## src/rtl/core/bba_pkg.sv

```systemverilog
// Package: field widths, codes, control structs and the row mask helper.
`default_nettype none
package bba_pkg;

  // Field widths
  localparam int unsigned ACT_W     = 2;
  localparam int unsigned IDX_W     = 12;
  localparam int unsigned ST_W      = 2;
  localparam int unsigned CNT_W     = 13;
  localparam int unsigned CFG_IDX_W = 1;

  // Map word geometry: one row holds 64 block bits, bit j is block row*64+j
  localparam int unsigned WORD_W = 64;
  localparam int unsigned BIT_W  = 6;
  localparam int unsigned LIM_W  = 17;

  // Action codes
  localparam logic [ACT_W-1:0] ACT_ALLOC   = 2'd0;
  localparam logic [ACT_W-1:0] ACT_RELEASE = 2'd1;
  localparam logic [ACT_W-1:0] ACT_QUERY   = 2'd2;
  localparam logic [ACT_W-1:0] ACT_FORMAT  = 2'd3;

  // Status codes
  localparam logic [ST_W-1:0] ST_OK    = 2'd0;
  localparam logic [ST_W-1:0] ST_NONE  = 2'd1;
  localparam logic [ST_W-1:0] ST_RANGE = 2'd2;

  // Configuration register indexes and reset values
  localparam logic [CFG_IDX_W-1:0] CFG_TOTAL    = 1'b0;
  localparam logic [CFG_IDX_W-1:0] CFG_RESERVED = 1'b1;
  localparam logic [CNT_W-1:0]     TOTAL_RST    = 13'd4096;
  localparam logic [CNT_W-1:0]     RESERVED_RST = 13'd0;

  // Commands from the controller to the datapath
  typedef struct packed {
    logic load;       // capture the input word
    logic row_clr;    // rewind the row counter
    logic rd_next;    // read the row counter's row, then advance
    logic rd_idx;     // read the row that holds block_index
    logic sweep_wr;   // write the row counter's row with a fill pattern, then advance
    logic sweep_fmt;  // fill pattern follows the reserved count (else all free)
    logic res_none;   // result: no free block
    logic res_range;  // result: block beyond total
    logic alloc_done; // mark the found bit, result ok
    logic rmw_done;   // finish release or query on the read row
    logic fmt_done;   // set the free count after format
    logic out_load;   // move the result into the output register
  } cmd_t;

  // Status from the datapath to the controller
  typedef struct packed {
    logic [ACT_W-1:0] act;
    logic             no_free;    // count is zero or no block in range
    logic             out_range;  // block_index at or above total
    logic             found;      // evaluated row has a free bit in range
    logic             eval_last;  // evaluated row is the last one in range
    logic             sweep_last; // row counter sits on the last map row
    logic             out_free;   // output register can take a word
  } sts_t;

  // Ones for the blocks of the row at base that lie below limit
  function automatic logic [WORD_W-1:0] row_mask(input logic [LIM_W-1:0] limit,
                                                 input logic [LIM_W-1:0] base);
    logic [LIM_W-1:0] span;
    span = limit - base;
    if (limit <= base) begin
      return '0;
    end else if (span >= LIM_W'(WORD_W)) begin
      return '1;
    end else begin
      return (WORD_W'(1) << span[BIT_W-1:0]) - WORD_W'(1);
    end
  endfunction

endpackage
`default_nettype wire

```

## src/rtl/core/bba_ctrl.sv

```systemverilog
// Controller: sequences each action and the clearing pass after reset.
`default_nettype none
module bba_ctrl
  import bba_pkg::*;
(
  input  wire logic clk_i,
  input  wire logic rst_ni,
  input  wire logic in_valid_i,
  output logic      in_stall_o,
  input  wire sts_t sts_i,
  output cmd_t      cmd_o
);

  localparam logic [2:0] S_CLR   = 3'd0;
  localparam logic [2:0] S_IDLE  = 3'd1;
  localparam logic [2:0] S_START = 3'd2;
  localparam logic [2:0] S_SCAN  = 3'd3;
  localparam logic [2:0] S_RMW   = 3'd4;
  localparam logic [2:0] S_FMT   = 3'd5;
  localparam logic [2:0] S_DONE  = 3'd6;

  logic [2:0] state_q, state_d;

  // Take a word only when idle
  assign in_stall_o = (state_q != S_IDLE);

  // Next state and commands
  always_comb begin
    state_d = state_q;
    cmd_o   = '0;
    case (state_q)
      S_CLR: begin
        cmd_o.sweep_wr = 1'b1;
        if (sts_i.sweep_last) begin
          state_d = S_IDLE;
        end
      end
      S_IDLE: begin
        if (in_valid_i) begin
          cmd_o.load    = 1'b1;
          cmd_o.row_clr = 1'b1;
          state_d       = S_START;
        end
      end
      S_START: begin
        case (sts_i.act)
          ACT_ALLOC: begin
            if (sts_i.no_free) begin
              cmd_o.res_none = 1'b1;
              state_d        = S_DONE;
            end else begin
              cmd_o.rd_next = 1'b1;
              state_d       = S_SCAN;
            end
          end
          ACT_RELEASE, ACT_QUERY: begin
            if (sts_i.out_range) begin
              cmd_o.res_range = 1'b1;
              state_d         = S_DONE;
            end else begin
              cmd_o.rd_idx = 1'b1;
              state_d      = S_RMW;
            end
          end
          default: begin
            state_d = S_FMT;
          end
        endcase
      end
      S_SCAN: begin
        if (sts_i.found) begin
          cmd_o.alloc_done = 1'b1;
          state_d          = S_DONE;
        end else if (sts_i.eval_last) begin
          cmd_o.res_none = 1'b1;
          state_d        = S_DONE;
        end else begin
          cmd_o.rd_next = 1'b1;
        end
      end
      S_RMW: begin
        cmd_o.rmw_done = 1'b1;
        state_d        = S_DONE;
      end
      S_FMT: begin
        cmd_o.sweep_wr  = 1'b1;
        cmd_o.sweep_fmt = 1'b1;
        if (sts_i.sweep_last) begin
          cmd_o.fmt_done = 1'b1;
          state_d        = S_DONE;
        end
      end
      S_DONE: begin
        if (sts_i.out_free) begin
          cmd_o.out_load = 1'b1;
          state_d        = S_IDLE;
        end
      end
      default: begin
        state_d = S_IDLE;
      end
    endcase
  end

  // State register
  always_ff @(posedge clk_i or negedge rst_ni) begin
    if (!rst_ni) begin
      state_q <= S_CLR;
    end else begin
      state_q <= state_d;
    end
  end

endmodule
`default_nettype wire

```

## config.mk

```make
export PLATFORM = sky130hd
export DESIGN_NAME = bba_ctrl
export DESIGN_NICKNAME = d
export VERILOG_FILES = /design/src/rtl/core/bba_pkg.sv /design/src/rtl/core/bba_ctrl.sv
export SDC_FILE = /design/constraint.sdc
export NUM_CORES = 1
export LEC_CHECK = 0
export BUFFER_PORTS_ARGS = -buffer_cell sky130_fd_sc_hd__buf_4
export CAP_MARGIN = 40
export CELL_PAD_IN_SITES_DETAIL_PLACEMENT = 1
export CELL_PAD_IN_SITES_GLOBAL_PLACEMENT = 1
export CORE_MARGIN = 2
export CORE_UTILIZATION = 27
export CTS_CLUSTER_DIAMETER = 80
export DETAILED_ROUTE_END_ITERATION = 6
export MAX_ROUTING_LAYER = met4
export PLACE_DENSITY = 0.8
export SYNTH_ARGS = -nofsm -noshare
export SYNTH_HDL_FRONTEND = slang
export SYNTH_SLANG_ARGS = --single-unit
```

## constraint.sdc

```tcl
create_clock -name clk_i -period 1.3 [get_ports clk_i]
set_input_delay 0 -clock clk_i [delete_from_list [all_inputs] [get_ports clk_i]]
set_output_delay 0 -clock clk_i [all_outputs]
set_load 0.02 [all_outputs]
```

After elaboration in Yosys (flattened, before gate mapping). Index checks and enable logic that the tools add are counted.

Add/subtract/negate cells: 0. $mul: 0. Divide/modulo/power cells: 0. $lt $le $gt $ge: 0. Equal/unequal tests: 14. Shifts and indexed selects: 0. Multiplexer cells: 37. Bitwise logic cells: 0. Reductions and logical operators: 5.

Operators with widths (count): 2-to-1 mux 1 bit (23); 2-to-1 mux 3 bit (7); case mux 3 bit (7 select lines) (1); == test 3 bit, second input constant (3); inequality test 2 bit, second input constant (4); == test 3 x 2 -> 1 bit, second input constant (2); 2-to-1 mux 2 bit (3); case mux 3 bit (2 select lines) (1); AND reduction 5 bit (1); case mux 1 bit (2 select lines) (2); OR reduction 2 bit (2); == test 3 x 1 -> 1 bit, second input constant (1); zero test 3 bit (1); inequality test 3 x 1 -> 1 bit, second input constant (1); inequality test 3 bit, second input constant (1); == test 2 x 1 -> 1 bit, second input constant (1); == test 2 bit, second input constant (1); zero test 2 bit (1).

Register bits: 3. Bits in latches: 0. Bits in writable memories: 0. Memory bits (read-only): 0. Input port bits: 11. Output and inout port bits: 13. Memories kept: 0.

Logic depth before layout (Yosys ltp). Gate-level depths: netlist (run 1).

Word-level depth: 4. Mapped depth: 6. Gate-level depth less buffers: 6.

Worst setup path after synthesis (run 1). No wires, ideal clock.

Kind: register to output. Start point: reg state_q[1]. End point: out cmd_o[11] (netlist bit). Arrival time: 1583 ps. Required time: 1300 ps. Setup slack: -283 ps. Cell stages (with the launch flop): 5. Buffers on the path: 2. Path through: dfrtp_1 > buf_2 > or3b_2 > nor2_1 > buf_4.

RTL lines: start: declaration (line bba_ctrl.sv:22) `logic [2:0] state_q, state_d;`; start signal: assignment (line bba_ctrl.sv:110) `state_q <= state_d;`; end: declaration (line bba_ctrl.sv:11) `output cmd_t cmd_o`.

==> impl_metrics.ini, run 1 <==
[cells_and_area]
fillers = 180
nNetsFinal = 114
layout_commonest_cell = sky130_fd_sc_hd__buf_4
mostFrequentLayoutCells = 25 x sky130_fd_sc_hd__buf_4, 10 x sky130_fd_sc_hd__buf_6, 8 x sky130_fd_sc_hd__nand2_1
area_growth_syn_to_layout_pct = 106
n_antenna_cell = 0
fin_util = 0.588
largestRegisters = state_q x3
layout-drive-gt1-share = 0.620
largest-register = state_q
largest_register_ff_count = 3

[cts]
clockRootBuffer = sky130_fd_sc_hd__clkbuf_4
htree_levels = 1
clk-insertion-delay-late_ps = 240
clock_tree.buffer_depth = 2
cts_tree = done
numClockSinks = 3
cts_made_buffers = 3
clkTransAtPathRegs_ps = 40

[outcome]
status = complete, but fails checks
violations_in_the_final_reports = setup timing

[synthesis]
synth_fp_nets = 77
synth_sequential_area_ratio = 0.177
synthesis.yosys.warnings = 0
ys_ff_latch = 3
syn-instance-count = 64
unique_cell_type_count_in_the_yosys_netlist = 28
synthesis.area_sq_um = 424
syn_area_per_cell_sq_um = 6.63

[critical_path]
worstSetupEndpoint = cmd_o[10]
startpoint = state_q[2]$_DFFE_PN0P_
critPathMaxFanout = 4
reg2regPathDepth = 5
worst_path_most_repeated_cell = sky130_fd_sc_hd__buf_6
cpMaxStageDelayCell = sky130_fd_sc_hd__dfrtp_2
critical_path_arrival_ps = 1440
max_stage_delay_ps = 430
cell_by_cell_trace_of_the_critical_path = buf_6 > or3b_4 > nor2_4 > buf_6
r2r-start = state_q[2]$_DFFE_PN0P_
reg2reg_setup_slack_ps = -110
reg2reg_to = state_q[1]$_DFFE_PN0P_
crit_path_class = flip-flop to output pin
startpoint_type = flip-flop
timing.critical_path.to_type = output pin
worst_ep_required_time_ps = 1300

[timing]
timing.final.max_slew_violations = 0
report.final.setup_viol = 13
max_freq_mhz = 692
post-route-period-util = 1.11
slew_headroom = 0.744
hold_vio_cnt_final = 0
tightestPinTransition_ps = 383
grt_setup_unrepaired = true
fin_skew_ps = 1.76
layout_min_cycle_time_ps = 1440
postLayoutSetupSlackWorst_ps = -144

[pwr]
irDropWorstVdd_mv = 1.06
power.density_cell_area_nw_per_um2 = 2300
sw_frac_of_total = 0.467
power_switching_w = 0.000943
comb_power_share = 0.791
pwr-share-seq = 0.125
power.clock.fraction = 0.085
power_w = 0.00202
static_leakage_nw = 0.394
power_report.internal_total_w = 0.00108

[route]
vias_per_cell = 5.28
wl_per_cell_microns = 16.3
initialDrtViolationCount = 6
drt_wl_total_microns = 1890
drc = 0
routed-via-count = 612
drt-pass1-iter-count = 4
ant_nets = 0

[grt]
grt_max_degree = 12
number_of_antenna_violations_at_the_first_check_in_global_routing = 0
grt_first_pass_wirelength_microns = 2670
grt_pass1_vias = 636
gr-usage-met2 = 0.350
busiest_layer = met2
grt.met3_usage = 0.0417
grtUsageMet1 = 0.184
globalRouteOverflowTotal = 0
global_route.usage.total = 0.199

[floorplan]
die_height_microns = 43.6
die_footprint_sq_um = 1900
core_area_sq_um = 1490
rows = 14
dieWidth_microns = 43.6
floorplan.io_pins = 24
initial_core_util = 0.285

[place]
buffer_ports.inserted = 23
post-dp-hpwl_microns = 1030
globalplace.congestion = 0.752

[worst_hold_path]
worst_hold_path_type = primary input to asynchronous set/reset pin

[run]
max-cap-violations = 0
==> power groups by stage <==
stage | Clock, W | Sequential [W] | Combinational [W]
floorplan | 0 | 0.000178 | 0.000646
global placement | 0 | 0.000213 | 0.000974
detailed placement | 0 | 0.000222 | 0.000989
CTS | 0.000168 | 0.000219 | 0.00125
global route | 0.000178 | 0.000260 | 0.00170
finish | 0.000171 | 0.000252 | 0.00160
==> worst min-delay path by stage <==
| stage | startpoint | end | slack (ps) | cells after the start |
|---|---|---|---|---|
| floorplan | rst_ni | state_q[0]$_DFFE_PN0P_ | -300 | 0 |
| finish | rst_ni | state_q[1]$_DFFE_PN0P_ | 90 | 2 |
| global route | rst_ni | state_q[1]$_DFFE_PN0P_ | 90 | 2 |
| detailed placement | rst_ni | state_q[2]$_DFFE_PN0P_ | -210 | 1 |
| global placement | rst_ni | state_q[2]$_DFFE_PN0P_ | -210 | 1 |
| CTS | rst_ni | state_q[0]$_DFFE_PN0P_ | 90 | 2 |
==> cell type report <==
class	instances	area (sq um)	share of cell area
timing repair buffer	37	325	0.371
tap	16	20.0	0.0229
inverter	5	18.8	0.0214
multi-input combinational	51	407	0.464
clock buffer	4	26.3	0.0300
sequential	3	78.8	0.0900
==> cells in the mapped netlist <==
cell,count,area share
sky130_fd_sc_hd__a22oi_1,1,0.018
sky130_fd_sc_hd__nor2b_1,1,0.015
sky130_fd_sc_hd__or2_2,1,0.015
sky130_fd_sc_hd__o31ai_1,1,0.018
sky130_fd_sc_hd__buf_2,4,0.047
sky130_fd_sc_hd__o2bb2ai_1,1,0.021
sky130_fd_sc_hd__a2111oi_0,2,0.041
sky130_fd_sc_hd__nand3_1,1,0.012
sky130_fd_sc_hd__dfrtp_1,3,0.18
sky130_fd_sc_hd__a21oi_1,4,0.047
sky130_fd_sc_hd__or3_1,1,0.015
sky130_fd_sc_hd__and4b_1,1,0.024
sky130_fd_sc_hd__nor3_1,1,0.012
sky130_fd_sc_hd__or2b_2,1,0.021
sky130_fd_sc_hd__nand3b_1,3,0.053
sky130_fd_sc_hd__ha_1,2,0.059
sky130_fd_sc_hd__nand2_1,8,0.071
sky130_fd_sc_hd__o21ai_1,1,0.012
sky130_fd_sc_hd__o21ai_0,6,0.071
sky130_fd_sc_hd__buf_4,1,0.018
sky130_fd_sc_hd__or3b_2,1,0.021
sky130_fd_sc_hd__nand2b_1,2,0.029
sky130_fd_sc_hd__and2_1,1,0.015
sky130_fd_sc_hd__nor2_1,8,0.071
sky130_fd_sc_hd__nor4_1,1,0.015
sky130_fd_sc_hd__inv_1,5,0.044
sky130_fd_sc_hd__or4b_1,1,0.024
sky130_fd_sc_hd__nor3b_1,1,0.018
==> metal layers <==
metal | wire, microns | part of all wire | vias to the layer above
li1 | - | - | 292
met1 | 704 | 0.37 | 288
met2 | 1060 | 0.56 | 26
met3 | 90 | 0.048 | 6
met4 | 39 | 0.021 | 0
met5 | 0 | 0 | -
==> cell families after synthesis <==
family / share of synthesized area
AO/OA/AOI/OAI: 0.227
adder cells (fa/ha/maj): 0.0590
AND/OR/NAND/NOR: 0.428
buffers and inverters: 0.109
flip-flops: 0.177
==> metrics by stage <==
stage / worst slack (ps) / instances / TNS [ps] / instance area [sq um] / hold slack [ps]
finish: -144 / 116 / -798 / 876 / 89.5
global route: -167 / 116 / -1480 / 876 / 88.1
CTS: -130 / 113 / -883 / 769 / 85.1
detailed placement: -68.8 / 104 / -118 / 644 / -211
global placement: 29.8 / 104 / 0 / 644 / -211
floorplan: 50.3 / 64 / 0 / 434 / -296
==> worst max-delay path, delay by kind of cell (launching register included) <==
| kind | cells | cell delay (ps) |
|---|---|---|
| buffers and inverters | 2 | 260 |
| AND/OR/NAND/NOR | 2 | 520 |
| flip-flops | 1 | 430 |
==> repair_timing <==
action,4_1_cts,5_1_grt
hold buffers,1,0
resized for setup,16,24
endpoints found under the hold margin,3,0
pin swaps,5,12
endpoints found under the setup margin,11,15
buffers inserted,4,3
No activity file was read; power rests on OpenSTA's default activity.
==> run 2, diff against run 1 <==
==> config.mk (replaced) <==
export PLATFORM = sky130hd
export DESIGN_NAME = bba_ctrl
export DESIGN_NICKNAME = d
export VERILOG_FILES = /design/src/rtl/core/bba_pkg.sv /design/src/rtl/core/bba_ctrl.sv
export SDC_FILE = /design/constraint.sdc
export NUM_CORES = 1
export LEC_CHECK = 0
export CAP_MARGIN = 40
export CELL_PAD_IN_SITES_DETAIL_PLACEMENT = 1
export CELL_PAD_IN_SITES_GLOBAL_PLACEMENT = 1
export CORE_AREA = 2 2 39 41
export CTS_CLUSTER_DIAMETER = 80
export DETAILED_ROUTE_END_ITERATION = 6
export DIE_AREA = 0 0 41 43
export DONT_BUFFER_PORTS = 1
export MAX_ROUTING_LAYER = met4
export PLACE_DENSITY = 0.68
export SYNTH_ARGS = -nofsm -noshare
export SYNTH_HDL_FRONTEND = slang
export SYNTH_SLANG_ARGS = --single-unit
==> run 2 against run 1 <==
Effect of this change:
- the flow still finishes with violations (setup timing)
- die area fell by 7.4%
- flip-flop and latch count stayed put
- setup slack gained 44 ps
- critical path type unchanged
- sequential share of layout area rose by 2.6 points
- combinational power decreased by 29%
- design area decreased by 25%
- first-iteration DRC count decreased by 33%
- fmax rose by 3.1%
- core utilization shrank 11 points
==> impl_metrics.ini, run 2 (synthesized netlist as in run 1, its figures left out) <==
[outcome]
status = complete, but fails checks
violations_in_the_final_reports = setup timing

[floorplan]
rows = 14
core_area_sq_um = 1380
die_height_microns = 43
initial_core_util = 0.307
die_footprint_sq_um = 1760
dieWidth_microns = 41
floorplan.io_pins = 24

[critical_path]
cell_by_cell_trace_of_the_critical_path = buf_6 > or3b_4 > nor2_4
path_buf_inv = 1
worst_ep_required_time_ps = 1300
startpoint_type = flip-flop
max_stage_delay_ps = 410
cpMaxStageDelayCell = sky130_fd_sc_hd__dfrtp_1
timing.critical_path.to_type = output pin
critical_path_arrival_ps = 1400
critPathMaxFanout = 4
critPathTopFamily = simple AND/OR/NAND/NOR gates
crit_path_class = flip-flop to output pin

[worst_hold_path]
worst_hold_path_type = primary input to asynchronous set/reset pin

[cells_and_area]
largestRegisters = state_q x3
largest-register = state_q
area_growth_syn_to_layout_pct = 55.2
nNetsFinal = 98
fin_util = 0.476
layout_commonest_cell = sky130_fd_sc_hd__buf_4
n_antenna_cell = 0
mostFrequentLayoutCells = 14 x sky130_fd_sc_hd__buf_4, 8 x sky130_fd_sc_hd__nand2_1, 6 x sky130_fd_sc_hd__nor2_1
largest_register_ff_count = 3
fillers = 179
layout-drive-gt1-share = 0.369

[cts]
htree_levels = 1
cts_made_buffers = 3
numClockSinks = 3
cts_tree = done
clockRootBuffer = sky130_fd_sc_hd__clkbuf_4
clock_tree.buffer_depth = 2
clkTransAtPathRegs_ps = 40
clk-insertion-delay-late_ps = 240

[route]
ant_nets = 0
drt-pass1-iter-count = 4
drt_wl_total_microns = 1350
drc = 0
initialDrtViolationCount = 4
routed-via-count = 535
vias_per_cell = 5.35
wl_per_cell_microns = 13.5

[timing]
report.final.setup_viol = 10
hold_vio_cnt_final = 0
finalHoldWorstSlack_ps = 16.2
max_freq_mhz = 714
fin_skew_ps = 3.49
post-route-period-util = 1.08
slew_headroom = 0.725
grt_setup_unrepaired = true
timing.final.max_slew_violations = 0
layout_min_cycle_time_ps = 1400
postLayoutSetupSlackWorst_ps = -100
tightestPinTransition_ps = 402

[pwr]
irDropWorstVdd_mv = 0.702
static_leakage_nw = 0.298
power_w = 0.00155
power.density_cell_area_nw_per_um2 = 2350

[grt]
globalRouteOverflowTotal = 0
grt_pass1_vias = 547
grt_max_degree = 10
grt_first_pass_wirelength_microns = 2060
global_route.usage.total = 0.178
number_of_antenna_violations_at_the_first_check_in_global_routing = 0

[place]
post-place-ws_ps = -53.3
globalplace.congestion = 0.785
post-dp-hpwl_microns = 989
buffer_ports.inserted = 0

[run]
max-cap-violations = 0
[run 2: power breakdown]
part	total, W	switching (W)	leakage (nW)	internal [W]
Combinational	0.00114	0.000574	0.248	0.000564
Sequential	0.000242	0.0000939	0.0351	0.000148
Clock	0.000167	0.0000515	0.0150	0.000115
Total	0.00155	0.000719	0.298	0.000827
[run 2: final cells by class]
type / count / area (sq um) / share of cell area
timing repair buffer: 21 / 181 / 0.276
inverter: 5 / 18.8 / 0.0285
multi-input combinational: 51 / 335 / 0.510
sequential: 3 / 76.3 / 0.116
tap: 16 / 20.0 / 0.0304
clock buffer: 4 / 26.3 / 0.0399
[run 2: what timing repair did]
item                       CTS  global route
hold endpoints to repair     4             0
buffers inserted             3             1
hold buffers                 2             0
setup endpoints to repair   11            13
pin swaps                    4             3
gates cloned                 0             0
resized for setup            9             7
[run 2: final timing paths]
path                                        start                      to  slack [ps]  cells past startpoint
max in group asynchronous                  rst_ni  state_q[0]$_DFFE_PN0P_        1120                      1
setup reg to reg           state_q[2]$_DFFE_PN0P_  state_q[1]$_DFFE_PN0P_         -90                      5
setup / recovery           state_q[2]$_DFFE_PN0P_               cmd_o[10]        -100                      3
hold / removal                             rst_ni  state_q[2]$_DFFE_PN0P_          20                      1
min in group clk_i                       sts_i[0]  state_q[1]$_DFFE_PN0P_          50                      3
hold reg to reg            state_q[2]$_DFFE_PN0P_  state_q[2]$_DFFE_PN0P_         710                      2
[run 2: metrics by stage]
step / instances / setup TNS (ps) / instance area (sq um)
floorplan: 64 / 0 / 434
global placement: 90 / 0 / 539
detailed placement: 90 / -76.7 / 539
CTS: 99 / -472 / 633
global route: 100 / -1180 / 658
finish: 100 / -481 / 658
[run 2: layer usage]
layer / global-route usage / wire length (microns) / vias to the layer above
li1: - / - / 263
met3: 0.0314 / 63 / 2
met4: 0.107 / 19 / 0
met2: 0.291 / 727 / 18
met5: - / 0 / -
met1: 0.185 / 539 / 252
==> run 3, diff against run 2 <==
--- a/config.mk
+++ b/config.mk
@@ -6,7 +6,7 @@
 export NUM_CORES = 1
 export LEC_CHECK = 0
 export CAP_MARGIN = 40
-export CELL_PAD_IN_SITES_DETAIL_PLACEMENT = 1
+export CELL_PAD_IN_SITES_DETAIL_PLACEMENT = 0
 export CELL_PAD_IN_SITES_GLOBAL_PLACEMENT = 1
 export CORE_AREA = 2 2 39 41
 export CTS_CLUSTER_DIAMETER = 80
@@ -14,7 +14,7 @@
 export DIE_AREA = 0 0 41 43
 export DONT_BUFFER_PORTS = 1
 export MAX_ROUTING_LAYER = met4
-export PLACE_DENSITY = 0.68
+export PLACE_DENSITY = 0.66
 export SYNTH_ARGS = -nofsm -noshare
 export SYNTH_HDL_FRONTEND = slang
 export SYNTH_SLANG_ARGS = --single-unit
==> run 3 against run 2 <==
Effect of this change:
- the run still ends with setup timing left
- combinational power increased by 15%
- worst hold slack better by 16 ps
- critical path depth did not move
- via count increased by 2.8%
- die area did not move
- clock power increased by 5%
- non-clock buffer count rose by 2
- first-iteration DRC count rose by 25%
- setup slack got worse by 2.9 ps
- sequential power increased by 4%
- final cell count up 2.0%
- flip-flop and latch count unchanged
- largest power group unchanged
==> impl_metrics.ini, run 3 (synthesized netlist as in run 1, its figures left out) <==
[outcome]
status = complete, but fails checks
violations_in_the_final_reports = setup timing

[worst_hold_path]
hold_path_end = state_q[1]$_DFFE_PN0P_
whs_path_depth = 3
worst_hold_path_type = primary input to flip-flop
hold_path.startpoint = sts_i[0]

[grt]
globalRouteOverflowTotal = 0
number_of_antenna_violations_at_the_first_check_in_global_routing = 0
grt_pass1_vias = 486
global_route.usage.total = 0.177
grt_first_pass_wirelength_microns = 1990
grt_max_degree = 12

[critical_path]
critPathMaxFanout = 4
cell_by_cell_trace_of_the_critical_path = buf_6 > or3b_4 > nor2_4
crit_path_class = flip-flop to output pin
reg2regPathDepth = 5
critical_path_arrival_ps = 1400
r2r-start = state_q[2]$_DFFE_PN0P_
worst_ep_required_time_ps = 1300
cpMaxStageDelayCell = sky130_fd_sc_hd__dfrtp_2
max_stage_delay_ps = 420
reg2reg_to = state_q[1]$_DFFE_PN0P_
startpoint_type = flip-flop
timing.critical_path.to_type = output pin
reg2reg_setup_slack_ps = -70

[cts]
clk-insertion-delay-late_ps = 250
htree_levels = 1
clock_tree.buffer_depth = 2
numClockSinks = 3
clkTransAtPathRegs_ps = 30
cts_made_buffers = 3
cts_tree = done
clockRootBuffer = sky130_fd_sc_hd__clkbuf_4

[cells_and_area]
n_antenna_cell = 0
layout-drive-gt1-share = 0.500
mostFrequentLayoutCells = 15 x sky130_fd_sc_hd__buf_4, 8 x sky130_fd_sc_hd__nand2_1, 6 x sky130_fd_sc_hd__buf_6
nNetsFinal = 100
fillers = 136
area_growth_syn_to_layout_pct = 70.8
largest-register = state_q
largest_register_ff_count = 3
layoutNonFillerInstCount = 102
largestRegisters = state_q x3
layout_commonest_cell = sky130_fd_sc_hd__buf_4

[route]
drc = 0
drt_wl_total_microns = 1340
routed-via-count = 550
ant_nets = 0
vias_per_cell = 5.39
drt-pass1-iter-count = 5
initialDrtViolationCount = 5
wl_per_cell_microns = 13.1

[pwr]
power.clock.fraction = 0.101
sw_frac_of_total = 0.462
power_w = 0.00174
power_report.internal_total_w = 0.000934
irDropWorstVdd_mv = 0.928
comb_power_share = 0.754
power.density_cell_area_nw_per_um2 = 2400
pwr-share-seq = 0.145
static_leakage_nw = 0.316
power_switching_w = 0.000804

[place]
buffer_ports.inserted = 0
post-place-ws_ps = -20.4
post-dp-hpwl_microns = 857
placed_cells = 90
globalplace.congestion = 0.799

[timing]
report.final.setup_viol = 10
hold_vio_cnt_final = 0
setup_total_negative_slack_ps = -654
tightestPinTransition_ps = 446
fin_skew_ps = 9.18
postLayoutSetupSlackWorst_ps = -103
post-route-period-util = 1.08
max_freq_mhz = 713
finalHoldWorstSlack_ps = 31.7
slew_headroom = 0.702
grt_setup_unrepaired = true
timing.final.max_slew_violations = 0
layout_min_cycle_time_ps = 1400

[floorplan]
core_area_sq_um = 1380
dieWidth_microns = 41
rows = 14
die_footprint_sq_um = 1760
floorplan.io_pins = 24
initial_core_util = 0.307
die_height_microns = 43

[run]
max-cap-violations = 0
==> run 3: final cells by class <==
| class | count | area, sq um | area share |
|---|---|---|---|
| timing repair buffer | 23 | 200 | 0.276 |
| tap | 16 | 20.0 | 0.0276 |
| clock buffer | 4 | 26.3 | 0.0363 |
| multi-input combinational | 51 | 380 | 0.525 |
| sequential | 3 | 78.8 | 0.109 |
| inverter | 5 | 18.8 | 0.0259 |
==> run 3: power groups by stage <==
stage	Combinational, W	Clock [W]	Sequential (W)
6_report	0.00131	0.000175	0.000252
5_1_grt	0.00140	0.000177	0.000263
4_1_cts	0.00119	0.000181	0.000250
3_5_place_dp	0.000887	0	0.000239
3_3_place_gp	0.000889	0	0.000228
2_1_floorplan	0.000646	0	0.000178
==> run 3: worst max-delay path by stage <==
| stage | slack [ps] | startpoint | to | cells after the start |
|---|---|---|---|---|
| 2_1_floorplan | 50 | state_q[1]$_DFFE_PN0P_ | cmd_o[11] | 4 |
| 3_3_place_gp | 10 | state_q[0]$_DFFE_PN0P_ | state_q[1]$_DFFE_PN0P_ | 4 |
| 3_5_place_dp | -20 | state_q[0]$_DFFE_PN0P_ | state_q[1]$_DFFE_PN0P_ | 4 |
| 4_1_cts | -140 | state_q[2]$_DFFE_PN0P_ | cmd_o[11] | 3 |
| 5_1_grt | -150 | state_q[2]$_DFFE_PN0P_ | cmd_o[10] | 3 |
| 6_report | -100 | state_q[2]$_DFFE_PN0P_ | cmd_o[11] | 3 |
==> run 3: per-stage QoR <==
| stage | utilization | instance area, sq um |
|---|---|---|
| floorplan | - | 434 |
| global placement | 0.390 | 539 |
| detailed placement | 0.390 | 539 |
| CTS | 0.495 | 684 |
| global route | 0.524 | 724 |
| finish | 0.524 | 724 |
==> run 3: metal layers <==
layer	wire length, microns	share of wire	vias to the layer above	global-route usage
li1	-	-	266	-
met1	573	0.43	256	0.190
met2	665	0.50	26	0.263
met3	87	0.065	2	0.0419
met4	12	0.0090	0	0.140
met5	0	0	-	-
==> run 3: worst max-delay path: cells and delay by family, from the launching register on <==
family | cells | cell delay, ps
simple gates | 2 | 620
flops | 1 | 420
buf+inv | 1 | 120
==> run 3: timing repair <==
item	CTS	global route
endpoints found under the hold margin	3	0
hold buffers	2	0
pin swaps	8	2
resized for setup	21	9
setup buffers	5	1
endpoints found under the setup margin	12	15
